### config.mk
export PLATFORM = sky130hd
export DESIGN_NAME = sd_spi_command_responder
export DESIGN_NICKNAME = d
export VERILOG_FILES = /design/src/hdl/sdspi_pkg.sv /design/src/hdl/sdspi_step.sv /design/src/hdl/sd_spi_command_responder.sv
export SDC_FILE = /design/constraint.sdc
export NUM_CORES = 1
export LEC_CHECK = 0
export BUFFER_PORTS_ARGS = -buffer_cell sky130_fd_sc_hd__buf_2
export CAP_MARGIN = 25
export CELL_PAD_IN_SITES_DETAIL_PLACEMENT = 0
export CELL_PAD_IN_SITES_GLOBAL_PLACEMENT = 1
export CORE_MARGIN = 4
export CORE_UTILIZATION = 30
export CTS_CLUSTER_DIAMETER = 80
export DETAILED_ROUTE_END_ITERATION = 10
export GPL_ROUTABILITY_DRIVEN = 0
export PLACE_DENSITY = 0.66
export SYNTH_ARGS = -nofsm -noshare
export SYNTH_HDL_FRONTEND = slang
export SYNTH_SLANG_ARGS = --single-unit
### constraint.sdc
create_clock -name clk -period 4.9 [get_ports clk]
set_input_delay 1.47 -clock clk [delete_from_list [all_inputs] [get_ports clk]]
set_output_delay 1.47 -clock clk [all_outputs]
set_load 0.01 [all_outputs]
### src/hdl/sdspi_pkg.sv
// Shared types, command codes and response tables for the SD SPI responder.
`default_nettype none

package sdspi_pkg;

    // Bytes in one command frame: index byte, four argument bytes, CRC byte
    localparam int CMD_BYTES = 6;
    localparam int CNT_W     = $clog2(CMD_BYTES);
    localparam int POS_W     = 3;

    localparam logic [7:0] BYTE_IDLE  = 8'hFF;
    localparam logic [7:0] BYTE_ERROR = 8'h00;
    localparam logic [7:0] INDEX_MASK = 8'b0011_1111;

    // Command indexes
    localparam logic [5:0] CMD_GO_IDLE         = 6'd0;
    localparam logic [5:0] CMD_SEND_STATUS     = 6'd13;
    localparam logic [5:0] CMD_APP_CMD         = 6'd55;
    localparam logic [5:0] CMD_READ_OCR        = 6'd58;
    localparam logic [5:0] ACMD_SEND_OP_COND   = 6'd41;

    localparam logic [POS_W-1:0] LEN_R1 = 3'd1;
    localparam logic [POS_W-1:0] LEN_R2 = 3'd2;
    localparam logic [POS_W-1:0] LEN_R3 = 3'd5;

    typedef enum logic [1:0] {
        PHASE_BOOT = 2'd0,
        PHASE_SPI  = 2'd1,
        PHASE_IDLE = 2'd2
    } phase_t;

    typedef enum logic [2:0] {
        RESP_R1_IDLE    = 3'd0,
        RESP_R1_OK      = 3'd1,
        RESP_R1_ILLEGAL = 3'd2,
        RESP_R2         = 3'd3,
        RESP_R3         = 3'd4
    } resp_kind_t;

    typedef struct packed {
        logic [CNT_W-1:0] cnt;
        logic [7:0]       first_cmd;
        resp_kind_t       kind;
        logic [POS_W-1:0] pos;
        logic [POS_W-1:0] len;
        phase_t           phase;
        logic             armed;
    } card_state_t;

    // Byte at a position of a queued response
    function automatic logic [7:0] resp_byte(resp_kind_t kind, logic [POS_W-1:0] pos);
        logic [7:0] b;
        b = 8'h00;
        case (kind)
            RESP_R1_IDLE:    b = 8'b0000_0001;
            RESP_R1_OK:      b = 8'h00;
            RESP_R1_ILLEGAL: b = 8'b0000_0100;
            RESP_R2:         b = 8'h00;
            RESP_R3:
            begin
                if (pos == 3'd1)
                    b = 8'b1000_0001;
                else if (pos == 3'd2)
                    b = 8'b1111_1111;
                else
                    b = 8'h00;
            end
            default:         b = 8'h00;
        endcase
        return b;
    endfunction

endpackage

`default_nettype wire

### src/hdl/sdspi_step.sv
// Next-state and reply logic for one exchanged byte.
`default_nettype none

module sdspi_step (
    input  sdspi_pkg::card_state_t cur,
    input  logic [7:0]             mosi_byte,
    output sdspi_pkg::card_state_t nxt,
    output logic [7:0]             miso_byte
);
    import sdspi_pkg::*;

    logic       pending;
    logic       in_cmd;
    logic [7:0] first;
    logic [5:0] idx;

    always_comb
    begin
        nxt       = cur;
        miso_byte = BYTE_IDLE;
        pending   = cur.pos < cur.len;
        in_cmd    = (mosi_byte != BYTE_IDLE) || (cur.cnt != '0);
        first     = (cur.cnt == '0) ? mosi_byte : cur.first_cmd;
        idx       = 6'(first & INDEX_MASK);

        if (in_cmd && pending)
        begin
            // host broke into a response: clear the byte count, the queued reply and the arm flag, back to boot
            nxt.cnt   = '0;
            nxt.pos   = '0;
            nxt.len   = '0;
            nxt.phase = PHASE_BOOT;
            nxt.armed = 1'b0;
            miso_byte = BYTE_ERROR;
        end
        else if (in_cmd)
        begin
            nxt.first_cmd = first;
            if (cur.cnt == CNT_W'(CMD_BYTES - 1))
            begin
                nxt.cnt = '0;
                nxt.pos = '0;
                if (!cur.armed)
                begin
                    case (idx)
                        CMD_GO_IDLE:
                        begin
                            nxt.phase = PHASE_SPI;
                            nxt.kind  = RESP_R1_IDLE;
                            nxt.len   = LEN_R1;
                        end
                        CMD_SEND_STATUS:
                        begin
                            nxt.kind = RESP_R2;
                            nxt.len  = LEN_R2;
                        end
                        CMD_APP_CMD:
                        begin
                            nxt.armed = 1'b1;
                            nxt.kind  = RESP_R1_OK;
                            nxt.len   = LEN_R1;
                        end
                        CMD_READ_OCR:
                        begin
                            nxt.kind = RESP_R3;
                            nxt.len  = LEN_R3;
                        end
                        default:
                        begin
                            nxt.kind = RESP_R1_ILLEGAL;
                            nxt.len  = LEN_R1;
                        end
                    endcase
                end
                else
                begin
                    // application command: disarm whatever it turns out to be
                    nxt.armed = 1'b0;
                    nxt.len   = LEN_R1;
                    if (idx == ACMD_SEND_OP_COND)
                    begin
                        nxt.kind = RESP_R1_OK;
                        if (cur.phase == PHASE_SPI)
                            nxt.phase = PHASE_IDLE;
                    end
                    else
                    begin
                        nxt.kind = RESP_R1_ILLEGAL;
                    end
                end
            end
            else
            begin
                nxt.cnt = cur.cnt + CNT_W'(1);
            end
        end
        else if (pending)
        begin
            miso_byte = resp_byte(cur.kind, cur.pos);
            nxt.pos   = cur.pos + POS_W'(1);
        end
    end

endmodule

`default_nettype wire

### src/hdl/sd_spi_command_responder.sv
// Top level of the SD SPI mode card-side command responder.
//
//   channel  direction  handshake           payload
//   in       to card    in_valid/in_stall   chip_selected, mosi_byte
//   out      from card  out_valid/out_stall miso_byte
//
// One byte word per cycle while in_stall is low: a word accepted at one edge has
// its reply in the output register after that edge; the card state updates in the same cycle.
// A word with chip_selected low is taken and gives no reply.
// Reset (rst_n low) puts the card in boot phase with nothing queued.
// in_stall rises only while a reply word waits and out_stall holds it.
`default_nettype none

module sd_spi_command_responder (
    input  logic       clk,
    input  logic       rst_n,
    input  logic       in_valid,
    output logic       in_stall,
    input  logic       chip_selected,
    input  logic [7:0] mosi_byte,
    output logic       out_valid,
    input  logic       out_stall,
    output logic [7:0] miso_byte
);
    import sdspi_pkg::*;

    card_state_t state_reg;
    card_state_t state_next;
    logic        out_valid_reg;
    logic        out_valid_next;
    logic [7:0]  miso_reg;
    logic [7:0]  miso_next;
    logic [7:0]  step_miso;
    logic        in_acc;
    logic        out_hold;

    sdspi_step u_step (
        .cur       (state_reg),
        .mosi_byte (mosi_byte),
        .nxt       (state_next),
        .miso_byte (step_miso)
    );

    assign out_hold = out_valid_reg && out_stall;
    assign in_stall = out_hold;
    assign in_acc   = in_valid && !in_stall;

    always_comb
    begin
        out_valid_next = out_valid_reg;
        miso_next      = miso_reg;
        if (!out_hold)
        begin
            out_valid_next = in_acc && chip_selected;
            miso_next      = step_miso;
        end
    end

    always_ff @(posedge clk or negedge rst_n)
    begin
        if (!rst_n)
        begin
            state_reg     <= '0;
            out_valid_reg <= 1'b0;
            miso_reg      <= BYTE_IDLE;
        end
        else
        begin
            if (in_acc && chip_selected)
                state_reg <= state_next;
            out_valid_reg <= out_valid_next;
            miso_reg      <= miso_next;
        end
    end

    assign out_valid = out_valid_reg;
    assign miso_byte = miso_reg;

    a_pos_in_range: assert property (@(posedge clk) disable iff (!rst_n)
        state_reg.pos <= state_reg.len)
        else $error("response position past its length");

    a_len_max: assert property (@(posedge clk) disable iff (!rst_n)
        state_reg.len <= LEN_R3)
        else $error("response length out of range");

    a_cnt_range: assert property (@(posedge clk) disable iff (!rst_n)
        state_reg.cnt < CNT_W'(CMD_BYTES))
        else $error("command byte count out of range");

    a_break_in: assert property (@(posedge clk) disable iff (!rst_n)
        in_acc && chip_selected && mosi_byte != BYTE_IDLE &&
        state_reg.pos < state_reg.len
        |=> out_valid_reg && miso_reg == BYTE_ERROR &&
            state_reg.phase == PHASE_BOOT && state_reg.len == '0)
        else $error("break-in during response did not reset the card");

    a_deselect_silent: assert property (@(posedge clk) disable iff (!rst_n)
        in_acc && !chip_selected |=> !out_valid_reg && $stable(state_reg))
        else $error("deselected word produced a reply or changed state");

endmodule

`default_nettype wire

==> After elaboration in Yosys (flattened, before gate mapping) <==
Index checks and enable logic that the tools add are counted.
{ "totals": {"reg_bits": 32, "latch_bits": 0, "mem_bits_rw": 0, "rom_bits": 0, "inputBits": 13, "out_inout_bits": 10, "word_cells": 73, "n_memories": 0} }
{ "classes": {"addsub": 2, "n_mul": 0, "div": 0, "order_cmp": 1, "eq_ne": 14, "shifts": 0, "mux": 24, "bitwise": 1, "reduce_logical": 21} }
{ "op_table": {"columns": ["cell", "n"], "rows": [
  ["8-bit two-way mux", 6],
  ["8-bit one-hot mux with 3 select lines", 1],
  ["6-bit equality test, second input constant", 3],
  ["3-bit two-way mux", 5],
  ["14-bit two-way mux", 1],
  ["12-bit two-way mux", 1],
  ["6-bit two-way mux", 2],
  ["3-bit one-hot mux with 4 select lines", 1],
  ["9-bit two-way mux", 1],
  ["3-bit AND reduction", 3],
  ["3-bit nonzero test", 3],
  ["2-bit two-way mux", 4],
  ["8-bit inequality test, second input constant", 1],
  ["4-bit AND reduction", 2],
  ["3-bit by 1-bit adder with 3-bit output, second input constant", 2],
  ["3-bit by 2-bit equality test with 1-bit output, second input constant", 2],
  ["3-bit equality test, second input constant", 2],
  ["6-bit by 4-bit equality test with 1-bit output, second input constant", 1],
  ["3-bit logical NOT", 2],
  ["6-bit logical NOT", 1],
  ["3-bit by 1-bit inequality test with 1-bit output, second input constant", 2],
  ["3-bit one-hot mux with 2 select lines", 1],
  ["6-bit AND reduction", 1],
  ["1-bit logical AND", 4],
  ["10 further kinds", 11]
]} }

==> Depth between registers and ports, before layout <==
Gate-level depths: netlist of the first run.
{ "depth": {"depth_word": 8, "ltp_mapped": 8, "ltp_nobuf": 7} }

==> Cells and area by module <==
Synthesis of the first run repeated with hierarchy kept, for this count alone.
{ "unflattened": {"hier_cells": 192, "hier_area_um2": 2037.0} }
{ "modules_own_cells": {"columns": ["module", "instances", "cells_each", "area_per_inst_um2", "seq_area_each_um2"], "rows": [
  ["sd_spi_command_responder", 1, 70, 1219.9, 810.8],
  ["sdspi_step", 1, 122, 817.0, 0.0]
]} }

==> Worst setup path before layout of the first run <==
No wires, ideal clock.
{ "synth_timing": {"kind": "input port to output port", "from": "in out_stall", "to": "out in_stall", "t_arrival_ns": 1.753, "t_required_ns": 3.430, "setup_slack_ns": 1.677, "cell_stages": 2, "n_path_buf": 0, "cell_sequence": "nand2_1 -> inv_1"} }
{ "synth_via": {"elab_chain_len": 1} }
{ "synth_lines": {"columns": ["element", "line_no", "source"], "rows": [
  ["from (decl)", "sd_spi_command_responder.sv:22", "input logic out_stall,"],
  ["1-bit logical AND", "sd_spi_command_responder.sv:44", "assign out_hold = out_valid_reg && out_stall;"],
  ["to (decl)", "sd_spi_command_responder.sv:18", "output logic in_stall,"]
]} }
Every way passes these cells.

==> Final worst setup path of the first run <==
Same ends and word-level chain as after synthesis.

==> flow_summary.json, run 1 <==
{
  "fin_worst_skew_ns": 0.001332,
  "die_w_um": 76.50,
  "hold_viol": 0,
  "routed_via_density": 5.248,
  "layout_min_cycle_time_ns": 3.493,
  "worst_slew_pin_slew_ns": 0.6347,
  "grt_max_degree": 25,
  "core_sq_um": 4444,
  "crit_path_top_delay_cell": "nand2_1",
  "cap_violations": 0,
  "critPathMostFrequentCell": "buf_2",
  "multi_input_area_sq_um": 723.2,
  "required_ns": 3.43,
  "antenna_cells": 0,
  "cts_buffers": 3,
  "synthDistinctLibCells": 41,
  "synth_seq_cells": 24,
  "worst_setup_path_start_kind": "input pin",
  "min-delay-start": "state_reg[3]",
  "critPathArrivalTime_ns": 2.02,
  "initial_core_util_pct": 31.67,
  "clock_latency_ns": 0.27,
  "cts_tree": "built",
  "design_area_sq_um": 1589,
  "synthCells": 146,
  "fillers": 483,
  "hold_depth": 2,
  "drtPass1Iterations": 4,
  "cpPeakStageDelay_ns": 0.21,
  "die_area_sq_um": 5852,
  "grt_pass1_vias": 1136,
  "power_density_nw_per_um2": 449.7,
  "cts_resized": 0,
  "grtUsageTotal_pct": 10.83,
  "fin_ws_ns": 1.407,
  "r2r_cells": 5,
  "synth.yosys.warnings": 0,
  "wl_per_cell_um": 13.64,
  "cp_max_fo": 9,
  "via_count": 1144,
  "drcViolationCount": 0,
  "netlist.area_leader.share_pct": 35.56,
  "reg2reg_slack_ns": 2.42,
  "clock_sinks": 24,
  "setup_viol": 0,
  "holdBufCountCts": 0,
  "vdd_drop_max_mv": 0.1856,
  "dpl_cell_area_sq_um": 1534,
  "synthMostInstantiatedCell": "dfrtp_1",
  "cts.clk_slew.worst_paths_ns": 0.09,
  "cp-end-kind": "output pin",
  "crit_type": "in2out",
  "grt_setup_unrepaired": "no",
  "r2r-start": "state_reg[21]",
  "synth_edf_count": 0,
  "clock.fmax_mhz": 286.3,
  "ant_nets": 0,
  "relSlewSlack_pct": 57.30,
  "largest_reg_flops": 19,
  "drive_above_1_share_pct": 26.51,
  "syn_nets": 164,
  "final.period_utilization_pct": 71.28,
  "hpwl_um": 2344,
  "synthTopCellsByCount": "dfrtp_1, nand2_1, nor2_1",
  "antenna_found_initial": 0,
  "hp-class": "reg2reg",
  "fin_nets": 185,
  "cts_max_level": 1,
  "crit_buf_inv": 3,
  "reg2reg_to": "state_reg[13]",
  "ys.flop_type": "dfrtp_1",
  "synth_area_leaders": "dfrtp_1, dfstp_2, mux2_2, nand2_1, ha_1",
  "yosysTopAreaCell": "dfrtp_1",
  "status": "finished, final reports clean",
  "grt_pass1_wl_um": 5285,
  "num_rows": 24,
  "yosysSeqAreaShare_pct": 43.02,
  "io_pins": 23,
  "root_buffer": "clkbuf_8",
  "area.sequential_sq_um": 605.6,
  "pre_cts_ws_ns": 1.386,
  "worstPathCellList": "buf_2, nand2_1, inv_1, buf_2",
  "fp.dieH_um": 76.50,
  "avgSynthCellArea_sq_um": 9.641,
  "area_growth_pct": 12.89,
  "portBuffers": 22,
  "netlist_area_sq_um": 1408,
  "setup_tns_ns": 0,
  "async_flop_share_pct": 100.0,
  "post_cts_buffers": 0,
  "cts.path.max_buffers": 2,
  "p_leak_nw": 0.6592,
  "gr-max-usage-layer": "met2",
  "wirelength_um": 2974,
  "use_met3_pct": 3.310,
  "grt.overflow.total": 0,
  "slew_viol_final": 0,
  "critPathTopFamily": "buffers and inverters",
  "met1_usage_pct": 13.70,
  "met2_usage_pct": 18.72,
  "min_to": "state_reg[3]",
  "first_iter_violations": 36
}
-- cells by family after synthesis --
family                   share of synthesized area, %
buffers and inverters                           5.600
multiplexers                                    7.823
AND/OR/NAND/NOR                                 24.18
adder cells (fa/ha/maj)                         4.444
XOR/XNOR                                       0.6223
AO/OA/AOI/OAI                                   14.31
flip-flops                                      43.02
-- per-stage QoR --
stage	utilization [%]	instances	hold WS, ns	total power, mW
floorplan	-	146	0.4470	0.5255
global placement	34.52	214	0.4711	0.5806
detailed placement	34.52	214	0.4686	0.5857
CTS	35.75	218	0.4900	0.7244
global route	35.75	218	0.5000	0.7718
finish	35.75	218	0.4883	0.7145
-- how the worst max path moves through the flow --
stage	from	to	slack (ns)	depth (start not counted)
global placement	out_stall	in_stall	1.42	4
floorplan	out_stall	in_stall	1.68	2
detailed placement	out_stall	in_stall	1.39	4
finish	out_stall	in_stall	1.41	4
global route	out_stall	in_stall	1.31	4
CTS	out_stall	in_stall	1.39	4
-- area by class of cell --
class / instances / share of cell area [%]
Tap cell: 52 / 4.094
Multi-Input combinational cell: 109 / 45.51
Inverter: 6 / 1.417
Clock buffer: 4 / 3.465
Timing Repair Buffer: 23 / 7.402
Sequential cell: 24 / 38.11
-- cells in the final DEF, fill, tap and decap left out, types with 2 or more instances in the layout --
cell type	synthesis	final
nor3_1	5	5
nor3b_1	2	2
dfrtp_1	20	20
nor2_1	10	10
inv_1	6	6
nand3_1	6	6
o21ai_1	2	2
or3_1	3	3
o22a_1	2	2
a21oi_1	2	2
buf_2	0	22
nor4_1	3	3
nand3b_1	6	6
mux2_2	8	8
ha_1	5	5
nand4_1	3	3
clkbuf_8	0	4
o21a_1	2	2
nand2_1	19	19
o211ai_1	3	3
a31oi_1	2	2
o21ai_0	8	8
mux2i_1	2	2
dfstp_2	4	4
-- report_power, final --
group	leakage [nW]	total, mW	switching [mW]	internal [mW]
clock network	0.0288	0.138	0.0658	0.0718
logic	0.329	0.239	0.122	0.117
registers	0.301	0.338	0.0655	0.273
-- routing by layer --
metal  part of all wire (%)  vias to the layer above
li1                       -                      572
met1                     48                      538
met2                     46                       30
met3                    5.2                        4
met4                   0.57                        0
met5                      0                        -
-- worst min-delay path: cells and delay by family, from the launching register on --
kind / cells / cell delay, ns
AO/OA/AOI/OAI: 1 / 0.06
flip-flops: 1 / 0.35
AND/OR/NAND/NOR: 1 / 0.05
Note: power is estimated with default switching activity, not from simulation.
==> run 2, diff against run 1 <==
--- a/config.mk
+++ b/config.mk
@@ -5,6 +5,7 @@
 export SDC_FILE = /design/constraint.sdc
 export NUM_CORES = 1
 export LEC_CHECK = 0
+export ABC_AREA = 1
 export BUFFER_PORTS_ARGS = -buffer_cell sky130_fd_sc_hd__buf_2
 export CAP_MARGIN = 25
 export CELL_PAD_IN_SITES_DETAIL_PLACEMENT = 0
@@ -14,7 +15,7 @@
 export CTS_CLUSTER_DIAMETER = 80
 export DETAILED_ROUTE_END_ITERATION = 10
 export GPL_ROUTABILITY_DRIVEN = 0
-export PLACE_DENSITY = 0.66
+export PLACE_DENSITY = 0.67
 export SYNTH_ARGS = -nofsm -noshare
 export SYNTH_HDL_FRONTEND = slang
 export SYNTH_SLANG_ARGS = --single-unit
==> constraint.sdc (replaced) <==
create_clock -name clk -period 3.5 [get_ports clk]
set_input_delay 1.05 -clock clk [delete_from_list [all_inputs] [get_ports clk]]
set_output_delay 1.05 -clock clk [all_outputs]
set_load 0.01 [all_outputs]
==> flow_summary.json, run 2 <==
{
  "status": "finished, final reports clean",
  "crit_path_top_delay_cell": "nand2_1",
  "required_ns": 2.45,
  "synthDistinctLibCells": 31,
  "async_flop_share_pct": 100.0,
  "power_density_nw_per_um2": 737.7,
  "internal_power_mw": 0.7060,
  "synth.yosys.warnings": 0,
  "routed_via_density": 4.556,
  "yosysTopAreaCell": "dfrtp_1",
  "synth_seq_cells": 24,
  "grtUsageTotal_pct": 11.84,
  "power_switching_mw": 0.5972,
  "cts_buffers": 3,
  "syn_nets": 222,
  "grt_max_degree": 25,
  "setup_tns_ns": 0,
  "hold_viol": 0,
  "synthTopCellsByCount": "nand2_1, nor2_1, dfrtp_1",
  "drive_above_1_share_pct": 25.56,
  "hp-class": "reg2reg",
  "slew_viol_final": 0,
  "core_sq_um": 5107,
  "antenna_found_initial": 0,
  "cpPeakStageDelay_ns": 0.17,
  "cts_tree": "built",
  "critPathTopFamily": "buffers and inverters",
  "largest_reg_flops": 19,
  "setup_viol": 0,
  "crit_buf_inv": 3,
  "holdWs_ns": 0.4678,
  "synth_edf_count": 0,
  "clock_sinks": 24,
  "io_pins": 23,
  "cp_max_fo": 7,
  "antenna_cells": 0,
  "clock.fmax_mhz": 380.0,
  "netlist.area_leader.share_pct": 31.80,
  "hpwl_um": 2714,
  "die_area_sq_um": 6470,
  "layout_min_cycle_time_ns": 2.632,
  "cp-end-kind": "output pin",
  "yosysSeqAreaShare_pct": 38.47,
  "p_comb_share_pct": 51.3,
  "crit_type": "in2out",
  "drcViolationCount": 0,
  "grt.overflow.total": 0,
  "synth_area_leaders": "dfrtp_1, nand2_1, dfstp_2, nor2_1, inv_1",
  "worstPathCellList": "buf_2, nand2_1, inv_1, buf_2",
  "cts.clk_slew.worst_paths_ns": 0.08,
  "critPathArrivalTime_ns": 1.58,
  "grt_setup_unrepaired": "no",
  "switching_share_pct": 45.83,
  "synthCells": 204,
  "worst_slew_pin_slew_ns": 0.5472,
  "layout.cells.most_common": "nand2_1",
  "fin_worst_skew_ns": 0.002937,
  "cap_violations": 0,
  "via_count": 1335,
  "first_iter_violations": 76,
  "final.period_utilization_pct": 75.20,
  "ys.flop_type": "dfrtp_1",
  "post_cts_buffers": 0,
  "worst_setup_path_start_kind": "input pin",
  "fin_util_pct": 34.59,
  "grt_pass1_wl_um": 5975,
  "cts_max_level": 1,
  "drtPass1Iterations": 4,
  "wirelength_um": 3406,
  "fin_nets": 242,
  "clock_latency_ns": 0.27,
  "cts_resized": 0,
  "clockPowerShare_pct": 14.6,
  "wl_per_cell_um": 11.62,
  "ant_nets": 0,
  "grt_pass1_vias": 1275,
  "netlist_area_sq_um": 1574,
  "avgSynthCellArea_sq_um": 7.716,
  "fp.dieH_um": 80.44,
  "area_growth_pct": 12.24,
  "die_w_um": 80.44,
  "relSlewSlack_pct": 63.52,
  "p_leak_nw": 0.8613,
  "vdd_drop_max_mv": 0.2382,
  "num_rows": 26,
  "holdBufCountCts": 0,
  "initial_core_util_pct": 30.82,
  "portBuffers": 22,
  "synthMostInstantiatedCell": "nand2_1",
  "critPathMostFrequentCell": "buf_2",
  "cts.path.max_buffers": 2,
  "layout_common_cells": "nand2_1, nor2_1, buf_2, dfrtp_1, inv_1",
  "root_buffer": "clkbuf_8",
  "sequentialPowerShare_pct": 34.1
}
-- run 2: changes by cell type after synthesis, sizes merged, moves of 3 or more --
cell	delta
nor4	-3
inv	+15
a21oi	+5
nor2	+16
mux2	-7
nand2	+43
nand3b	-4
o22ai	+3
or3	-3
nand3	+13
o211ai	-4
o21ai	+4
-- run 2: logic make-up after synthesis --
family	share of synthesized area [%]
DFF	38.47
AOI/OAI and AO/OA	9.539
muxes	0.7154
buffers and inverters	9.062
xor gates and xnor gates	0.5565
adders and majority gates	3.975
and+or+nand+nor	37.68
-- run 2: worst paths after layout --
check | from | endpoint | slack (ns) | depth (start not counted)
hold / removal | miso_byte[2] | miso_byte[2] | 0.47 | 2
min in group asynchronous | rst_n | out_valid | 0.76 | 1
hold reg to reg | miso_byte[2] | miso_byte[2] | 0.47 | 2
max in group asynchronous | rst_n | miso_byte[2] | 2.37 | 1
setup / recovery | out_stall | in_stall | 0.87 | 4
setup reg to reg | state_reg[21] | state_reg[12] | 1.66 | 5
-- run 2: worst register-to-register path: stages, from the launching register on --
cell      delay (ns)
dfrtp_1         0.43
nor2_4          0.30
nand2_2         0.21
nand3b_4        0.27
nand3_4         0.18
mux2_2          0.35
-- run 2: per-layer routing --
| metal | wire [um] | GRT usage, % | vias up | part of all wire, % |
|---|---|---|---|---|
| li1 | - | - | 694 | - |
| met1 | 1641 | 15.38 | 618 | 48 |
| met2 | 1599 | 19.62 | 18 | 47 |
| met3 | 104 | 1.794 | 5 | 3.1 |
| met4 | 61 | 4.561 | 0 | 1.8 |
| met5 | 0 | 0 | - | 0 |
-- run 2: area by class of cell --
type	instances	area (sq um)
fillers	564	3341
multi-input cells	151	825.8
flip-flops and latches	24	605.6
well taps	70	87.58
inverters	22	82.58
repair buffers	22	110.1
clock buffers	4	55.05
-- run 2: power groups by stage --
stage	sequential [mW]	clock (mW)	combinational, mW
floorplan	0.452	0	0.562
global placement	0.452	0	0.673
detailed placement	0.451	0	0.672
CTS	0.446	0.201	0.677
global route	0.463	0.212	0.757
finish	0.445	0.190	0.668
-- run 2: per-stage QoR --
stage | instances | worst slack, ns | cell area, sq um | total power [mW]
floorplan | 204 | 1.143 | 1574 | 1.014
global placement | 289 | 0.8835 | 1712 | 1.125
detailed placement | 289 | 0.8637 | 1712 | 1.123
CTS | 293 | 0.8627 | 1767 | 1.323
global route | 293 | 0.7685 | 1767 | 1.432
finish | 293 | 0.8681 | 1767 | 1.303
==> run 3, diff against run 2 <==
--- a/config.mk
+++ b/config.mk
@@ -15,7 +15,7 @@
 export CTS_CLUSTER_DIAMETER = 80
 export DETAILED_ROUTE_END_ITERATION = 10
 export GPL_ROUTABILITY_DRIVEN = 0
-export PLACE_DENSITY = 0.67
+export PLACE_DENSITY = 0.7
 export SYNTH_ARGS = -nofsm -noshare
 export SYNTH_HDL_FRONTEND = slang
 export SYNTH_SLANG_ARGS = --single-unit
==> constraint.sdc (replaced) <==
create_clock -name clk -period 2.3 [get_ports clk]
set_input_delay 0.69 -clock clk [delete_from_list [all_inputs] [get_ports clk]]
set_output_delay 0.69 -clock clk [all_outputs]
set_load 0.01 [all_outputs]
==> flow_summary.json, run 3 (synthesized netlist as in run 2, its figures left out) <==
{
  "drive_above_1_share_pct": 25.56,
  "cts_tree": "built",
  "hpwl_um": 2651,
  "root_buffer": "clkbuf_8",
  "layout_min_cycle_time_ns": 1.906,
  "final.period_utilization_pct": 82.88,
  "hp-class": "in2async",
  "wirelength_um": 3393,
  "clock_latency_ns": 0.27,
  "cpPeakStageDelay_ns": 0.16,
  "hold_viol": 0,
  "first_iter_violations": 51,
  "sequentialPowerShare_pct": 34.0,
  "cts_max_level": 1,
  "critPathArrivalTime_ns": 1.22,
  "crit_type": "in2out",
  "layout_common_cells": "nand2_1, nor2_1, buf_2, dfrtp_1, inv_1",
  "worst_slew_pin_slew_ns": 0.5516,
  "fin_worst_skew_ns": 0.004360,
  "status": "finished, final reports clean",
  "cts.path.max_buffers": 2,
  "die_area_sq_um": 6470,
  "vdd_drop_max_mv": 0.4745,
  "crit_path_top_delay_cell": "nand2_1",
  "holdWs_ns": 0.3964,
  "holdBufCountCts": 0,
  "grt_setup_unrepaired": "no",
  "p_leak_nw": 0.8613,
  "clock_sinks": 24,
  "cap_violations": 0,
  "grt_max_degree": 25,
  "internal_power_mw": 1.074,
  "drcViolationCount": 0,
  "fillers": 572,
  "cts_resized": 0,
  "die_w_um": 80.44,
  "worstPathCellList": "buf_2, nand2_1, inv_1, buf_2",
  "core_sq_um": 5107,
  "ant_nets": 0,
  "power_density_nw_per_um2": 1126,
  "critPathMostFrequentCell": "buf_2",
  "routed_via_density": 4.498,
  "antenna_cells": 0,
  "portBuffers": 22,
  "fin_nets": 242,
  "post_cts_buffers": 0,
  "cts.clk_slew.worst_paths_ns": 0.09,
  "fp.dieH_um": 80.44,
  "p_comb_share_pct": 51.3,
  "drtPass1Iterations": 4,
  "layout.cells.most_common": "nand2_1",
  "clock.fmax_mhz": 524.6,
  "grt_pass1_vias": 1195,
  "cts_buffers": 3,
  "relSlewSlack_pct": 63.23,
  "worst_setup_path_start_kind": "input pin",
  "grtUsageTotal_pct": 11.28,
  "clockPowerShare_pct": 14.7,
  "initial_core_util_pct": 30.82,
  "grt.overflow.total": 0,
  "cp-end-kind": "output pin",
  "r2r_cells": 5,
  "power_switching_mw": 0.9154,
  "via_count": 1318,
  "area_growth_pct": 12.24,
  "switching_share_pct": 46.01,
  "io_pins": 23,
  "setup_viol": 0,
  "num_rows": 26,
  "required_ns": 1.61,
  "largest_reg_flops": 19,
  "wl_per_cell_um": 11.58,
  "slew_viol_final": 0,
  "setup_tns_ns": 0,
  "cp_max_fo": 7,
  "antenna_found_initial": 0,
  "grt_pass1_wl_um": 5678
}
run 3: final timing paths:
path | startpoint | end | slack [ns]
worst min register to register | miso_byte[2] | miso_byte[2] | 0.47
worst max-delay path | out_stall | in_stall | 0.39
worst min-delay path | rst_n | state_reg[13] | 0.40
min in group clk | miso_byte[2] | miso_byte[2] | 0.47
worst max register to register | state_reg[21] | state_reg[12] | 0.45
max in group asynchronous | rst_n | miso_byte[2] | 1.52
run 3: power groups by stage:
| stage | Combinational [mW] | Clock, mW | Sequential [mW] |
|---|---|---|---|
| 2_1_floorplan | 0.855 | 0 | 0.688 |
| 3_3_place_gp | 1.03 | 0 | 0.687 |
| 3_5_place_dp | 1.03 | 0 | 0.687 |
| 4_1_cts | 1.04 | 0.303 | 0.678 |
| 5_1_grt | 1.16 | 0.321 | 0.698 |
| 6_report | 1.02 | 0.293 | 0.676 |
run 3: stage by stage:
stage               cell area (sq um)  power (mW)  std cells  setup WS [ns]  util [%]
detailed placement               1712       1.719        289         0.2916     33.51
finish                           1767       1.989        293         0.3937     34.59
global placement                 1712       1.716        289         0.3389     33.51
global route                     1767       2.176        293         0.2480     34.59
floorplan                        1574       1.543        204         0.6289         -
CTS                              1767       2.020        293         0.3862     34.59
run 3: routing by layer:
layer / routed length, um / global-route usage [%] / part of all wire, %
met5: 0 / 0 / 0
met2: 1476 / 18.21 / 44
met1: 1729 / 15.18 / 51
met3: 134 / 1.682 / 3.9
met4: 52 / 4.054 / 1.5
run 3: area by class of cell:
class | count | area, sq um | area share, %
Timing Repair Buffer | 22 | 110.1 | 6.232
Multi-Input combinational cell | 151 | 825.8 | 46.74
Inverter | 22 | 82.58 | 4.674
Sequential cell | 24 | 605.6 | 34.28
Tap cell | 70 | 87.58 | 4.958
Clock buffer | 4 | 55.05 | 3.116
run 3: worst max-delay path, delay by kind of cell:
family / cells / cell delay [ns]
buffers and inverters: 3 / 0.36
AND/OR/NAND/NOR: 1 / 0.16
